## config.mk

```make
export PLATFORM = sky130hd
export DESIGN_NAME = cylindrical_voxel_index
export DESIGN_NICKNAME = d
export VERILOG_FILES = /design/src/cvi_pkg.sv /design/src/cvi_cfg_regs.sv /design/src/cvi_sub_unit.sv /design/src/cvi_mul.sv /design/src/cylindrical_voxel_index.sv
export SDC_FILE = /design/constraint.sdc
export NUM_CORES = 2
export LEC_CHECK = 0
export BUFFER_PORTS_ARGS = -buffer_cell sky130_fd_sc_hd__buf_2
export CAP_MARGIN = 15
export CORE_ASPECT_RATIO = 1.25
export CORE_MARGIN = 3
export CORE_UTILIZATION = 30
export CTS_BUF_LIST = sky130_fd_sc_hd__clkbuf_4 sky130_fd_sc_hd__clkbuf_8 sky130_fd_sc_hd__clkbuf_16
export DETAILED_ROUTE_END_ITERATION = 8
export PLACE_DENSITY_LB_ADDON = 0.08
export SLEW_MARGIN = 20
export SYNTH_ARGS = -nofsm -noshare
export SYNTH_HDL_FRONTEND = slang
export SYNTH_HIERARCHICAL = 1
export SYNTH_SLANG_ARGS = --single-unit
```

## constraint.sdc

```tcl
create_clock -name clk -period 14 [get_ports clk]
set_input_delay 1.4 -clock clk [delete_from_list [all_inputs] [get_ports clk]]
set_output_delay 1.4 -clock clk [all_outputs]
set_load 0.01 [all_outputs]
```

## src/cvi_pkg.sv

```systemverilog
// shared types, constants and helpers for the cylindrical voxel index block
package cvi_pkg;

    localparam int RES_W     = 11;
    localparam int VOX_W     = 31;
    localparam int POS_W     = 32;
    localparam int IDX_W     = 20;
    localparam int CFG_IDX_W = 3;
    localparam int STEP_W    = 64;

    localparam logic [RES_W-1:0] MAX_RES = 11'd1024;

    // one quotient bit or one root bit per step, 32 steps per loop
    localparam logic [4:0] LAST_STEP = 5'd31;
    localparam logic [STEP_W-1:0] SQRT_FIRST_BIT = 64'h4000_0000_0000_0000;

    typedef enum logic [CFG_IDX_W-1:0] {
        REG_RES_X,
        REG_RES_Y,
        REG_RES_Z,
        REG_VOXEL_SIZE_X,
        REG_VOXEL_SIZE_Y,
        REG_VOXEL_SIZE_Z,
        REG_HALF_SIZE_X,
        REG_HALF_SIZE_Z
    } cfg_reg_t;

    typedef struct packed {
        logic [RES_W-1:0] res_x;
        logic [RES_W-1:0] res_y;
        logic [RES_W-1:0] res_z;
        logic [VOX_W-1:0] voxel_size_x;
        logic [VOX_W-1:0] voxel_size_y;
        logic [VOX_W-1:0] voxel_size_z;
        logic [VOX_W-1:0] half_size_x;
        logic [VOX_W-1:0] half_size_z;
    } cfg_t;

    typedef struct packed {
        logic              ge;
        logic [STEP_W-1:0] diff;
    } step_res_t;

    typedef enum logic [3:0] {
        ST_IDLE,
        ST_AX_DIV,
        ST_SQ_A,
        ST_SQ_B,
        ST_SUM,
        ST_SQRT,
        ST_RAD_DIV,
        ST_RAD_FIN,
        ST_IDX_MUL,
        ST_RESULT
    } state_t;

    function automatic logic res_ok(input logic [RES_W-1:0] r);
        return (r != '0) && (r <= MAX_RES);
    endfunction

endpackage

```

## src/cvi_cfg_regs.sv

```systemverilog
// configuration register file with write port
module cvi_cfg_regs
(
    input  logic                           clk,
    input  logic                           rst_n,
    input  logic                           cfg_write,
    input  logic [cvi_pkg::CFG_IDX_W-1:0]  cfg_index,
    input  logic [cvi_pkg::VOX_W-1:0]      cfg_data,
    output cvi_pkg::cfg_t                  cfg
);

    cvi_pkg::cfg_t cfg_reg;
    cvi_pkg::cfg_t cfg_next;

    always_comb
    begin
        cfg_next = cfg_reg;
        if (cfg_write)
        begin
            case (cvi_pkg::cfg_reg_t'(cfg_index))
                cvi_pkg::REG_RES_X:        cfg_next.res_x        = cfg_data[cvi_pkg::RES_W-1:0];
                cvi_pkg::REG_RES_Y:        cfg_next.res_y        = cfg_data[cvi_pkg::RES_W-1:0];
                cvi_pkg::REG_RES_Z:        cfg_next.res_z        = cfg_data[cvi_pkg::RES_W-1:0];
                cvi_pkg::REG_VOXEL_SIZE_X: cfg_next.voxel_size_x = cfg_data;
                cvi_pkg::REG_VOXEL_SIZE_Y: cfg_next.voxel_size_y = cfg_data;
                cvi_pkg::REG_VOXEL_SIZE_Z: cfg_next.voxel_size_z = cfg_data;
                cvi_pkg::REG_HALF_SIZE_X:  cfg_next.half_size_x  = cfg_data;
                cvi_pkg::REG_HALF_SIZE_Z:  cfg_next.half_size_z  = cfg_data;
                default:                   cfg_next = cfg_reg;
            endcase
        end
    end

    always_ff @(posedge clk or negedge rst_n)
    begin
        if (!rst_n)
        begin
            cfg_reg.res_x        <= 11'd1;
            cfg_reg.res_y        <= 11'd1;
            cfg_reg.res_z        <= 11'd1;
            cfg_reg.voxel_size_x <= 31'd65536;
            cfg_reg.voxel_size_y <= 31'd65536;
            cfg_reg.voxel_size_z <= 31'd65536;
            cfg_reg.half_size_x  <= 31'd32768;
            cfg_reg.half_size_z  <= 31'd32768;
        end
        else
        begin
            cfg_reg <= cfg_next;
        end
    end

    assign cfg = cfg_reg;

endmodule

```

## src/cvi_sub_unit.sv

```systemverilog
// shared 64-bit compare and subtract unit for division and square root steps
module cvi_sub_unit
(
    input  logic [cvi_pkg::STEP_W-1:0] a,
    input  logic [cvi_pkg::STEP_W-1:0] b,
    output cvi_pkg::step_res_t         res
);

    logic [cvi_pkg::STEP_W:0] wide;

    assign wide     = {1'b0, a} - {1'b0, b};
    assign res.ge   = ~wide[cvi_pkg::STEP_W];
    assign res.diff = wide[cvi_pkg::STEP_W-1:0];

endmodule

```

## src/cvi_mul.sv

```systemverilog
// 32x32 unsigned multiplier, product registered by the caller
module cvi_mul
(
    input  logic [31:0] a,
    input  logic [31:0] b,
    output logic [63:0] p
);

    assign p = {32'd0, a} * {32'd0, b};

endmodule

```

## src/cylindrical_voxel_index.sv

```systemverilog
// cylindrical voxel index: sequencer, datapath and output register
//
//  channel   direction  handshake            payload
//  input     in         in_valid / in_stall  pos_x, pos_y, pos_z
//  output    out        out_valid/out_stall  voxel_index, inside_res
//  config    in         cfg_write            cfg_index, cfg_data
//
// an item passes from accept to result through one 32-step axial division,
// two squares, a sum, a 32-step integer root, a 32-step radial division and
// one multiply for the index; divisions and root share one compare-subtract unit
// no new item is taken until the result is in the output register
// a stalled result holds; the next item is taken while it waits
// reset clears the sequencer and the output valid and loads default geometry
module cylindrical_voxel_index
(
    input  logic                           clk,
    input  logic                           rst_n,
    input  logic                           in_valid,
    output logic                           in_stall,
    input  logic signed [31:0]             pos_x,
    input  logic signed [31:0]             pos_y,
    input  logic signed [31:0]             pos_z,
    output logic                           out_valid,
    input  logic                           out_stall,
    output logic [cvi_pkg::IDX_W-1:0]      voxel_index,
    output logic                           inside_res,
    input  logic                           cfg_write,
    input  logic [cvi_pkg::CFG_IDX_W-1:0]  cfg_index,
    input  logic [cvi_pkg::VOX_W-1:0]      cfg_data
);

    cvi_pkg::cfg_t       cfg;
    cvi_pkg::state_t     state_reg;
    cvi_pkg::state_t     state_next;
    cvi_pkg::step_res_t  step;

    logic [4:0]  cnt_reg;
    logic [4:0]  cnt_next;
    logic        out_valid_reg;
    logic        out_valid_next;
    logic        out_free;
    logic        load_result;
    logic        unit_sqrt;

    // held item state
    logic        beam_x_reg;
    logic        geom_ok_reg;
    logic [31:0] ma_reg;
    logic [31:0] mb_reg;
    logic        num_neg_reg;
    logic [31:0] dq_reg;
    logic [30:0] rem_reg;
    logic [63:0] acc_reg;
    logic [63:0] prod_reg;
    logic [63:0] root_reg;
    logic [63:0] bit_reg;
    logic [9:0]  ax_bin_reg;
    logic        ax_ok_reg;
    logic [8:0]  rad_bin_reg;
    logic        rad_ok_reg;
    logic [cvi_pkg::IDX_W-1:0] voxel_index_reg;
    logic        inside_reg;

    // accept-time selection
    logic        acc_beam_x;
    logic        acc_geom_ok;
    logic [31:0] ra_u;
    logic [31:0] rb_u;
    logic [31:0] ax_pos_u;
    logic [30:0] ax_half;
    logic [32:0] num_c;
    logic [31:0] ma_c;
    logic [31:0] mb_c;

    logic [cvi_pkg::RES_W-1:0] ax_res;
    logic [cvi_pkg::RES_W-1:0] rad_res;
    logic [cvi_pkg::VOX_W-1:0] ax_vox;
    logic [cvi_pkg::VOX_W-1:0] rad_vox;
    logic [cvi_pkg::VOX_W-1:0] div_vox;

    logic [63:0] unit_a;
    logic [63:0] unit_b;
    logic [63:0] root_next;
    logic [31:0] mul_a;
    logic [31:0] mul_b;
    logic [63:0] prod;

    logic        ax_border;
    logic        ax_ok_c;
    logic [9:0]  ax_bin_c;
    logic        rad_border;
    logic [31:0] rad_bin_full;
    logic        rad_ok_c;
    logic [cvi_pkg::IDX_W-1:0] idx_c;
    logic        inside_c;

    cvi_cfg_regs u_cfg
    (
        .clk       (clk),
        .rst_n     (rst_n),
        .cfg_write (cfg_write),
        .cfg_index (cfg_index),
        .cfg_data  (cfg_data),
        .cfg       (cfg)
    );

    cvi_sub_unit u_sub
    (
        .a   (unit_a),
        .b   (unit_b),
        .res (step)
    );

    cvi_mul u_mul
    (
        .a (mul_a),
        .b (mul_b),
        .p (prod)
    );

    // ---------------- accept-time operand selection ----------------
    always_comb
    begin
        acc_beam_x  = (cfg.res_z == 11'd1);
        acc_geom_ok = cvi_pkg::res_ok(cfg.res_x) && cvi_pkg::res_ok(cfg.res_y)
                      && cvi_pkg::res_ok(cfg.res_z)
                      && ((cfg.res_z == 11'd1) || (cfg.res_y == 11'd1));
        ra_u     = acc_beam_x ? pos_y : pos_x;
        rb_u     = acc_beam_x ? pos_z : pos_y;
        ax_pos_u = acc_beam_x ? pos_x : pos_z;
        ax_half  = acc_beam_x ? cfg.half_size_x : cfg.half_size_z;
        // bit 32 is the sign of the shifted axial position
        num_c    = {ax_pos_u[31], ax_pos_u} + {2'b00, ax_half};
        ma_c     = ra_u[31] ? (32'd0 - ra_u) : ra_u;
        mb_c     = rb_u[31] ? (32'd0 - rb_u) : rb_u;
    end

    // ---------------- per-axis geometry ----------------
    always_comb
    begin
        ax_res  = beam_x_reg ? cfg.res_x        : cfg.res_z;
        ax_vox  = beam_x_reg ? cfg.voxel_size_x : cfg.voxel_size_z;
        rad_res = beam_x_reg ? cfg.res_y        : cfg.res_x;
        rad_vox = beam_x_reg ? cfg.voxel_size_y : cfg.voxel_size_x;
        div_vox = (state_reg == cvi_pkg::ST_RAD_DIV) ? rad_vox : ax_vox;
    end

    // ---------------- shared unit operands ----------------
    always_comb
    begin
        if (unit_sqrt)
        begin
            unit_a = acc_reg;
            // root only has bits above the current trial bit
            unit_b = root_reg | bit_reg;
        end
        else
        begin
            unit_a = {32'd0, rem_reg, dq_reg[31]};
            unit_b = {33'd0, div_vox};
        end
        root_next = step.ge ? ((root_reg >> 1) | bit_reg) : (root_reg >> 1);
    end

    always_comb
    begin
        case (state_reg)
            cvi_pkg::ST_SQ_A:
            begin
                mul_a = ma_reg;
                mul_b = ma_reg;
            end
            cvi_pkg::ST_SQ_B:
            begin
                mul_a = mb_reg;
                mul_b = mb_reg;
            end
            cvi_pkg::ST_IDX_MUL:
            begin
                mul_a = beam_x_reg ? {23'd0, rad_bin_reg} : {22'd0, ax_bin_reg};
                mul_b = {21'd0, cfg.res_x};
            end
            default:
            begin
                mul_a = ma_reg;
                mul_b = mb_reg;
            end
        endcase
    end

    // ---------------- bin decisions ----------------
    always_comb
    begin
        // a hit exactly on the far border goes to the last bin
        ax_border = (dq_reg == {21'd0, ax_res}) && (rem_reg == '0);
        ax_ok_c   = !num_neg_reg && (ax_vox != '0)
                    && (ax_border || (dq_reg < {21'd0, ax_res}));
        ax_bin_c  = ax_border ? 10'(ax_res - 11'd1) : dq_reg[9:0];

        rad_border   = (dq_reg == {21'd0, rad_res}) && (rem_reg == '0);
        rad_bin_full = rad_border ? {21'd0, 11'(rad_res - 11'd1)} : dq_reg;
        rad_ok_c     = (rad_vox != '0) && ({rad_bin_full, 1'b0} < {22'd0, rad_res});

        idx_c    = prod_reg[cvi_pkg::IDX_W-1:0]
                   + (beam_x_reg ? {10'd0, ax_bin_reg} : {11'd0, rad_bin_reg});
        inside_c = geom_ok_reg && ax_ok_reg && rad_ok_reg;
    end

    // ---------------- sequencer ----------------
    always_comb
    begin
        state_next = state_reg;
        case (state_reg)
            cvi_pkg::ST_IDLE:
                if (in_valid) state_next = cvi_pkg::ST_AX_DIV;
            cvi_pkg::ST_AX_DIV:
                if (cnt_reg == cvi_pkg::LAST_STEP) state_next = cvi_pkg::ST_SQ_A;
            cvi_pkg::ST_SQ_A:
                state_next = cvi_pkg::ST_SQ_B;
            cvi_pkg::ST_SQ_B:
                state_next = cvi_pkg::ST_SUM;
            cvi_pkg::ST_SUM:
                state_next = cvi_pkg::ST_SQRT;
            cvi_pkg::ST_SQRT:
                if (cnt_reg == cvi_pkg::LAST_STEP) state_next = cvi_pkg::ST_RAD_DIV;
            cvi_pkg::ST_RAD_DIV:
                if (cnt_reg == cvi_pkg::LAST_STEP) state_next = cvi_pkg::ST_RAD_FIN;
            cvi_pkg::ST_RAD_FIN:
                state_next = cvi_pkg::ST_IDX_MUL;
            cvi_pkg::ST_IDX_MUL:
                state_next = cvi_pkg::ST_RESULT;
            cvi_pkg::ST_RESULT:
                if (out_free) state_next = cvi_pkg::ST_IDLE;
            default:
                state_next = cvi_pkg::ST_IDLE;
        endcase
    end

    always_comb
    begin
        in_stall    = (state_reg != cvi_pkg::ST_IDLE);
        unit_sqrt   = (state_reg == cvi_pkg::ST_SQRT);
        out_free    = !out_valid_reg || !out_stall;
        load_result = (state_reg == cvi_pkg::ST_RESULT) && out_free;
        if (state_reg inside {cvi_pkg::ST_AX_DIV, cvi_pkg::ST_SQRT, cvi_pkg::ST_RAD_DIV})
            cnt_next = cnt_reg + 5'd1;
        else
            cnt_next = '0;
        if (load_result)
            out_valid_next = 1'b1;
        else if (!out_stall)
            out_valid_next = 1'b0;
        else
            out_valid_next = out_valid_reg;
    end

    always_ff @(posedge clk or negedge rst_n)
    begin
        if (!rst_n)
        begin
            state_reg     <= cvi_pkg::ST_IDLE;
            cnt_reg       <= '0;
            out_valid_reg <= 1'b0;
        end
        else
        begin
            state_reg     <= state_next;
            cnt_reg       <= cnt_next;
            out_valid_reg <= out_valid_next;
        end
    end

    // ---------------- datapath ----------------
    always_ff @(posedge clk)
    begin
        case (state_reg)
            cvi_pkg::ST_IDLE:
            begin
                if (in_valid)
                begin
                    beam_x_reg  <= acc_beam_x;
                    geom_ok_reg <= acc_geom_ok;
                    ma_reg      <= ma_c;
                    mb_reg      <= mb_c;
                    num_neg_reg <= num_c[32];
                    dq_reg      <= num_c[31:0];
                    rem_reg     <= '0;
                end
            end
            cvi_pkg::ST_AX_DIV, cvi_pkg::ST_RAD_DIV:
            begin
                // restoring division, one quotient bit per cycle
                dq_reg  <= {dq_reg[30:0], step.ge};
                rem_reg <= step.ge ? step.diff[30:0] : unit_a[30:0];
            end
            cvi_pkg::ST_SQ_A:
            begin
                acc_reg    <= prod;
                ax_bin_reg <= ax_bin_c;
                ax_ok_reg  <= ax_ok_c;
            end
            cvi_pkg::ST_SQ_B:
            begin
                prod_reg <= prod;
            end
            cvi_pkg::ST_SUM:
            begin
                acc_reg  <= acc_reg + prod_reg;
                root_reg <= '0;
                bit_reg  <= cvi_pkg::SQRT_FIRST_BIT;
            end
            cvi_pkg::ST_SQRT:
            begin
                if (step.ge) acc_reg <= step.diff;
                root_reg <= root_next;
                bit_reg  <= bit_reg >> 2;
                if (cnt_reg == cvi_pkg::LAST_STEP)
                begin
                    dq_reg  <= root_next[31:0];
                    rem_reg <= '0;
                end
            end
            cvi_pkg::ST_RAD_FIN:
            begin
                rad_bin_reg <= rad_bin_full[8:0];
                rad_ok_reg  <= rad_ok_c;
            end
            cvi_pkg::ST_IDX_MUL:
            begin
                prod_reg <= prod;
            end
            cvi_pkg::ST_RESULT:
            begin
                if (load_result)
                begin
                    voxel_index_reg <= inside_c ? idx_c : '0;
                    inside_reg      <= inside_c;
                end
            end
            default:
            begin
                prod_reg <= prod_reg;
            end
        endcase
    end

    assign out_valid   = out_valid_reg;
    assign voxel_index = voxel_index_reg;
    assign inside_res  = inside_reg;

endmodule

```

; ---- After elaboration in Yosys (flattened, before gate mapping)
; Cells that the tools add are included.
[totals]
regBits = 626
inputBits = 135
out_inout_bits = 23
elab_cells = 164
[classes]
n_addsub = 9
mul = 1
magnitude_cmp = 5
n_eq_ne = 28
n_mux = 40
bitwise_logic = 3
reduce_logical = 48
[op_table]
columns = op, count
row1 = 2-to-1 mux 31 bit, 9
row2 = 2-to-1 mux 64 bit, 4
row3 = case mux 64 bit (2 select lines), 2
row4 = 2-to-1 mux 32 bit, 6
row5 = case mux 64 bit (3 select lines), 1
row6 = case mux 32 bit (2 select lines), 2
row7 = case mux 32 bit (3 select lines), 1
row8 = case mux 31 bit (3 select lines), 1
row9 = subtractor 64 x 64 -> 65 bit, 1
row10 = adder 64 bit, 1
row11 = equality test 32 x 11 -> 1 bit, 2
row12 = multiplier 32 x 32 -> 64 bit, 1
row13 = bitwise OR 63 x 64 -> 64 bit, 1
row14 = bitwise OR 64 bit, 1
row15 = "subtractor 1 x 32 -> 32 bit, first input constant", 2
row16 = nonzero test 31 bit, 2
row17 = case mux 4 bit (10 select lines), 1
row18 = adder 32 x 32 -> 33 bit, 1
row19 = "<= comparator 11 bit, second input constant", 3
row20 = < comparator 33 x 11 -> 1 bit, 1
row21 = nonzero test 11 bit, 3
row22 = < comparator 32 x 11 -> 1 bit, 1
row23 = zero test 31 bit, 1
row24 = 2-to-1 mux 10 bit, 3
row25 = 32 further kinds, 83

; ---- Longest topological paths before layout
[logic_depth]
word_depth = 7
mapped_depth = 39
depth_no_buf = 36

; ---- Cells and area by module
; The synthesis kept the hierarchy.
[modules_own_cells]
columns = module, n_inst, cells_per_inst, area_each_um2, seq_area_each_um2
row1 = cvi_mul, 1, 3748, 33483.4, 0.0
row2 = cylindrical_voxel_index, 1, 3315, 29389.4, 12111.6
row3 = cvi_cfg_regs, 1, 402, 7014.2, 4714.5
row4 = cvi_sub_unit, 1, 616, 4042.6, 0.0

; ---- Least setup slack after synthesis
; Ideal clock, no wire load.
[synth_path]
path_type = reg-to-reg
from = register beam_x_reg
to = register acc_reg[60] (data pin)
setup_time_ns = 0.259
arrival_ns = 9.512
setup_slack_ns = 4.230
path_stages_with_launch = 36
path_buffers = 6
synth_period_minus_slack_ns = 9.770
cell_sequence = edfxtp_1 clkbuf_1 buf_2 clkbuf_1 buf_1 mux2i_1 nor2_1 a221o_1 clkbuf_1 and2_1 fa_1 inv_1 fa_1 inv_1 fa_1 fa_1 fa_1 fa_1 fa_1 inv_1 fa_1 inv_1 ha_1 clkbuf_1 a21oi_1 o21bai_1 a21o_1 nor2b_1 or4_1 a22oi_1 a21o_1 o21ai_0 xor2_1 a21oi_1 o311ai_0 a211o_1
[synth_via]
word_cells_on_any_way = 10
cone_classes = add/sub: 1 / mul: 1 / mux: 8
[synth_rtl]
columns = item, line_no
row1 = from (decl), cylindrical_voxel_index.sv:46  ; logic beam_x_reg;
row2 = from (signal assigned), cylindrical_voxel_index.sv:281  ; beam_x_reg <= acc_beam_x;
row3 = 2-to-1 mux 10 bit, cylindrical_voxel_index.sv:180  ; mul_a = beam_x_reg ? {23'd0, rad_bin_reg} : {22'd0, ax_bin_reg};
row4 = case mux 32 bit (2 select lines), cylindrical_voxel_index.sv:167  ; case (state_reg)
row5 = via mul_a[7], cylindrical_voxel_index.sv:84  ; logic [31:0] mul_a;
row6 = multiplier 32 x 32 -> 64 bit, cvi_mul.sv:9  ; assign p = {32'd0, a} * {32'd0, b};
row7 = via prod[60], cylindrical_voxel_index.sv:86  ; logic [63:0] prod;
row8 = case mux 64 bit (3 select lines), cylindrical_voxel_index.sv:276  ; case (state_reg)
row9 = to (signal assigned), cylindrical_voxel_index.sv:298  ; acc_reg <= prod;
row10 = to (signal assigned), cylindrical_voxel_index.sv:308  ; acc_reg <= acc_reg + prod_reg;
row11 = to (signal assigned), cylindrical_voxel_index.sv:314  ; if (step.ge) acc_reg <= step.diff;
row12 = to (decl), cylindrical_voxel_index.sv:53  ; logic [63:0] acc_reg;
; The timed path passes the listed nets, and every way through them passes these cells. The select of a mux whose other input is x is not followed.
; A chain may end at the register's enable or synchronous reset.

; ---- Worst setup path after layout
[layout_path]
from = register state_reg[0]
to = register acc_reg[56] (data pin)
[layout_via]
word_cells_on_any_way = 15
cone_classes = add/sub: 1 / mul: 1 / eq/ne: 6 / mux: 7
[layout_rtl]
columns = item, line_no
row1 = from (decl), cylindrical_voxel_index.sv:33  ; cvi_pkg::state_t state_reg;
row2 = from (signal assigned), cylindrical_voxel_index.sv:261  ; state_reg <= cvi_pkg::ST_IDLE;
row3 = from (signal assigned), cylindrical_voxel_index.sv:267  ; state_reg <= state_next;
row4 = equality test 4 bit or equality test 4 x 2 -> 1 bit (tied branches), cylindrical_voxel_index.sv:167
row5 = case mux 32 bit (2 select lines) (*), cylindrical_voxel_index.sv:167
row6 = via mul_a[4], cylindrical_voxel_index.sv:84
row7 = multiplier 32 x 32 -> 64 bit (*), cvi_mul.sv:9
row8 = via prod[56], cylindrical_voxel_index.sv:86
row9 = case mux 64 bit (3 select lines) (*), cylindrical_voxel_index.sv:276
; The timed path passes the listed nets; every way through them passes the cells marked *. The select of a mux whose other input is x is not followed.

==> impl_metrics.ini <==
[layout]
multi_input_area_sq_um = 51400
regArea_sq_um = 16800
syn_to_final_growth_pct = 8.96
drive_gt1_share_pct = 9.14
layout.nets = 9472
layout.cells.most_common = nand2_1
finalInstanceArea_sq_um = 80600
largest_reg_flops = 188
fill_cells = 25700
final_cell_mix = 1150 x nand2_1, 1069 x inv_1, 900 x fa_1

[sta]
rsz0062_at_grt = false
tightest_slew_ns = 1.16
finalMaxSlewViolations = 0
hold_viol_final = 0
fin_crit_ns = 11.05
fin_setup_tns_ns = 0
final.period_utilization_pct = 79.0
relSlewSlack_pct = 22.7
finalSetupViolations = 0
skew_ns = 0.0452
hold_slack_ns = 0.455
fmax_mhz = 90.5

[logic_synthesis]
synth_nets = 9574
synthArstFlopShare_pct = 33.4
yosysSeqAreaShare_pct = 22.8
synth_warnings = 6
syn_area_sq_um = 73900
synth_edf_count = 395
syn_area_per_cell_sq_um = 9.15
synthCells = 8081
ys_types = 113
synth_seq_cells = 593
synth_area_leaders = fa_1 24%, edfxtp_1 16%, ha_1 7.8%
synth_top_area_share_pct = 24.4
yosys.area.top_type = fa_1
ys.flop_type = edfxtp_1

[global_route]
grt_pass1_vias = 60600
grt_overflow = 0
grt_use_total_pct = 21.8
grt_pass1_wl_mm = 415
antenna_found_initial = 26
grt_start_max_net_pins = 107

[clocking]
cts_tree = built
insertion_delay_ns = 0.66
cts_buffer_depth = 3
htreeDepth = 3
holdBufCountCts = 0
cts_buffers = 68
clock_sinks = 593
cts_root_buf = clkbuf_16
clkTransAtPathRegs_ns = 0.06
postCtsSetupBuffers = 0
cts_resized = 0

[detailed_routing]
drtIter0Drc = 3351
met1Wirelength_mm = 116
via_count = 56900
antenna_left = 0
post-route-drc-count = 0
viasPerCell = 5.02
wire_per_inst_microns = 24.5
drtPass1Iterations = 5
drt-total-wl_mm = 277
wl_met3_mm = 6.57
topRoutingLayerUsed = met5
wl_met2_mm = 145

[place]
io_buffers = 157
gp_congestion = 0.906
dp.final_hpwl_mm = 218
place_area_sq_um = 78100

[worst_setup_path]
required_ns = 14.43
critical_path_class = reg -> reg
worst_path_largest_cell_delay_ns = 1.00
worstRegToRegCells = 30
cp-start-kind = register
r2r-start = state_reg[0]$_DFFE_PN0P_
path_common_cell = fa_1
critPathMaxFanout = 44
arrival_ns = 11.49
end_kind = register
worstSetupStartpoint = state_reg[0]$_DFFE_PN0P_
critical-path-slowest-cell = a221o_1

[die]
ios = 158
die_y_microns = 561
die_area_sq_um = 252000
core_area_sq_um = 245000
die_w_microns = 450
rows = 203
start_util_pct = 30.2

[hold_path]
hold_start = cnt_reg[0]$_DFF_PN0_
whs_path_depth = 1
hold_path.class = reg -> reg

[run]
drv_cap = 0

[outcome]
status = completed
-- final cells by class --
type,instances,share of cell area (%)
Tap cell,3280,5.09
Inverter,1073,5.01
Clock inverter,33,0.506
Antenna cell,11,0.0342
Clock buffer,93,2.47
Multi-Input combinational cell,5963,63.8
Timing Repair Buffer,280,2.17
Sequential cell,593,20.9
-- cells by family after synthesis --
| family | synth area share [%] |
|---|---|
| other cells | 0.00507 |
| compound gates | 10.6 |
| xor+xnor | 3.71 |
| simple gates | 18.4 |
| flops | 22.8 |
| fa+ha+maj | 32.1 |
| buf+inv | 7.86 |
| mux | 4.54 |
-- through the flow --
stage / cells / setup WS [ns] / utilization (%)
floorplan: 8081 / 4.23 / -
global placement: 11200 / 3.04 / 31.9
detailed placement: 11200 / 2.93 / 31.9
CTS: 11300 / 2.90 / 32.9
global route: 11300 / 2.43 / 32.9
finish: 11300 / 2.95 / 32.9
-- routing by layer --
layer | up-vias | track usage, %
li1 | 26300 | -
met1 | 29400 | 27.0
met2 | 924 | 40.3
met3 | 289 | 1.37
met4 | 4 | 6.96
met5 | - | 0
-- cell usage after synthesis (179+ instances only) --
library cell	n
mux2_2	208
clkbuf_1	387
o21ai_0	262
a21oi_1	381
and2_1	613
xnor2_1	182
nor2_1	281
and3_1	179
edfxtp_1	395
fa_1	900
inv_1	1071
nand2_1	1157
dfrtp_1	190
ha_1	458
-- path summary, 6_finish.rpt --
| kind | endpoint | slack (ns) |
|---|---|---|
| setup / recovery | acc_reg[56]$_DFFE_PP_ | 2.95 |
| hold / removal | cnt_reg[0]$_DFF_PN0_ | 0.46 |
| setup reg to reg | acc_reg[56]$_DFFE_PP_ | 2.95 |
| hold reg to reg | cnt_reg[0]$_DFF_PN0_ | 0.46 |
| max in group asynchronous | state_reg[0]$_DFFE_PN0P_ | 11.84 |
| min in group asynchronous | u_cfg/cfg[52]$_DFFE_PN0P_ | 0.74 |
-- critical path, delay by kind of cell (launching register included) --
kind	cells	cell delay [ns]
buf+inv	6	1.29
simple gates	7	1.46
flops	1	0.67
compound gates	7	2.20
fa+ha+maj	9	4.75
xor+xnor	1	0.42
Power is left out: the tool's default activity adds up to more than one toggle a clock period on the data nets, which glitch-free logic cannot reach.
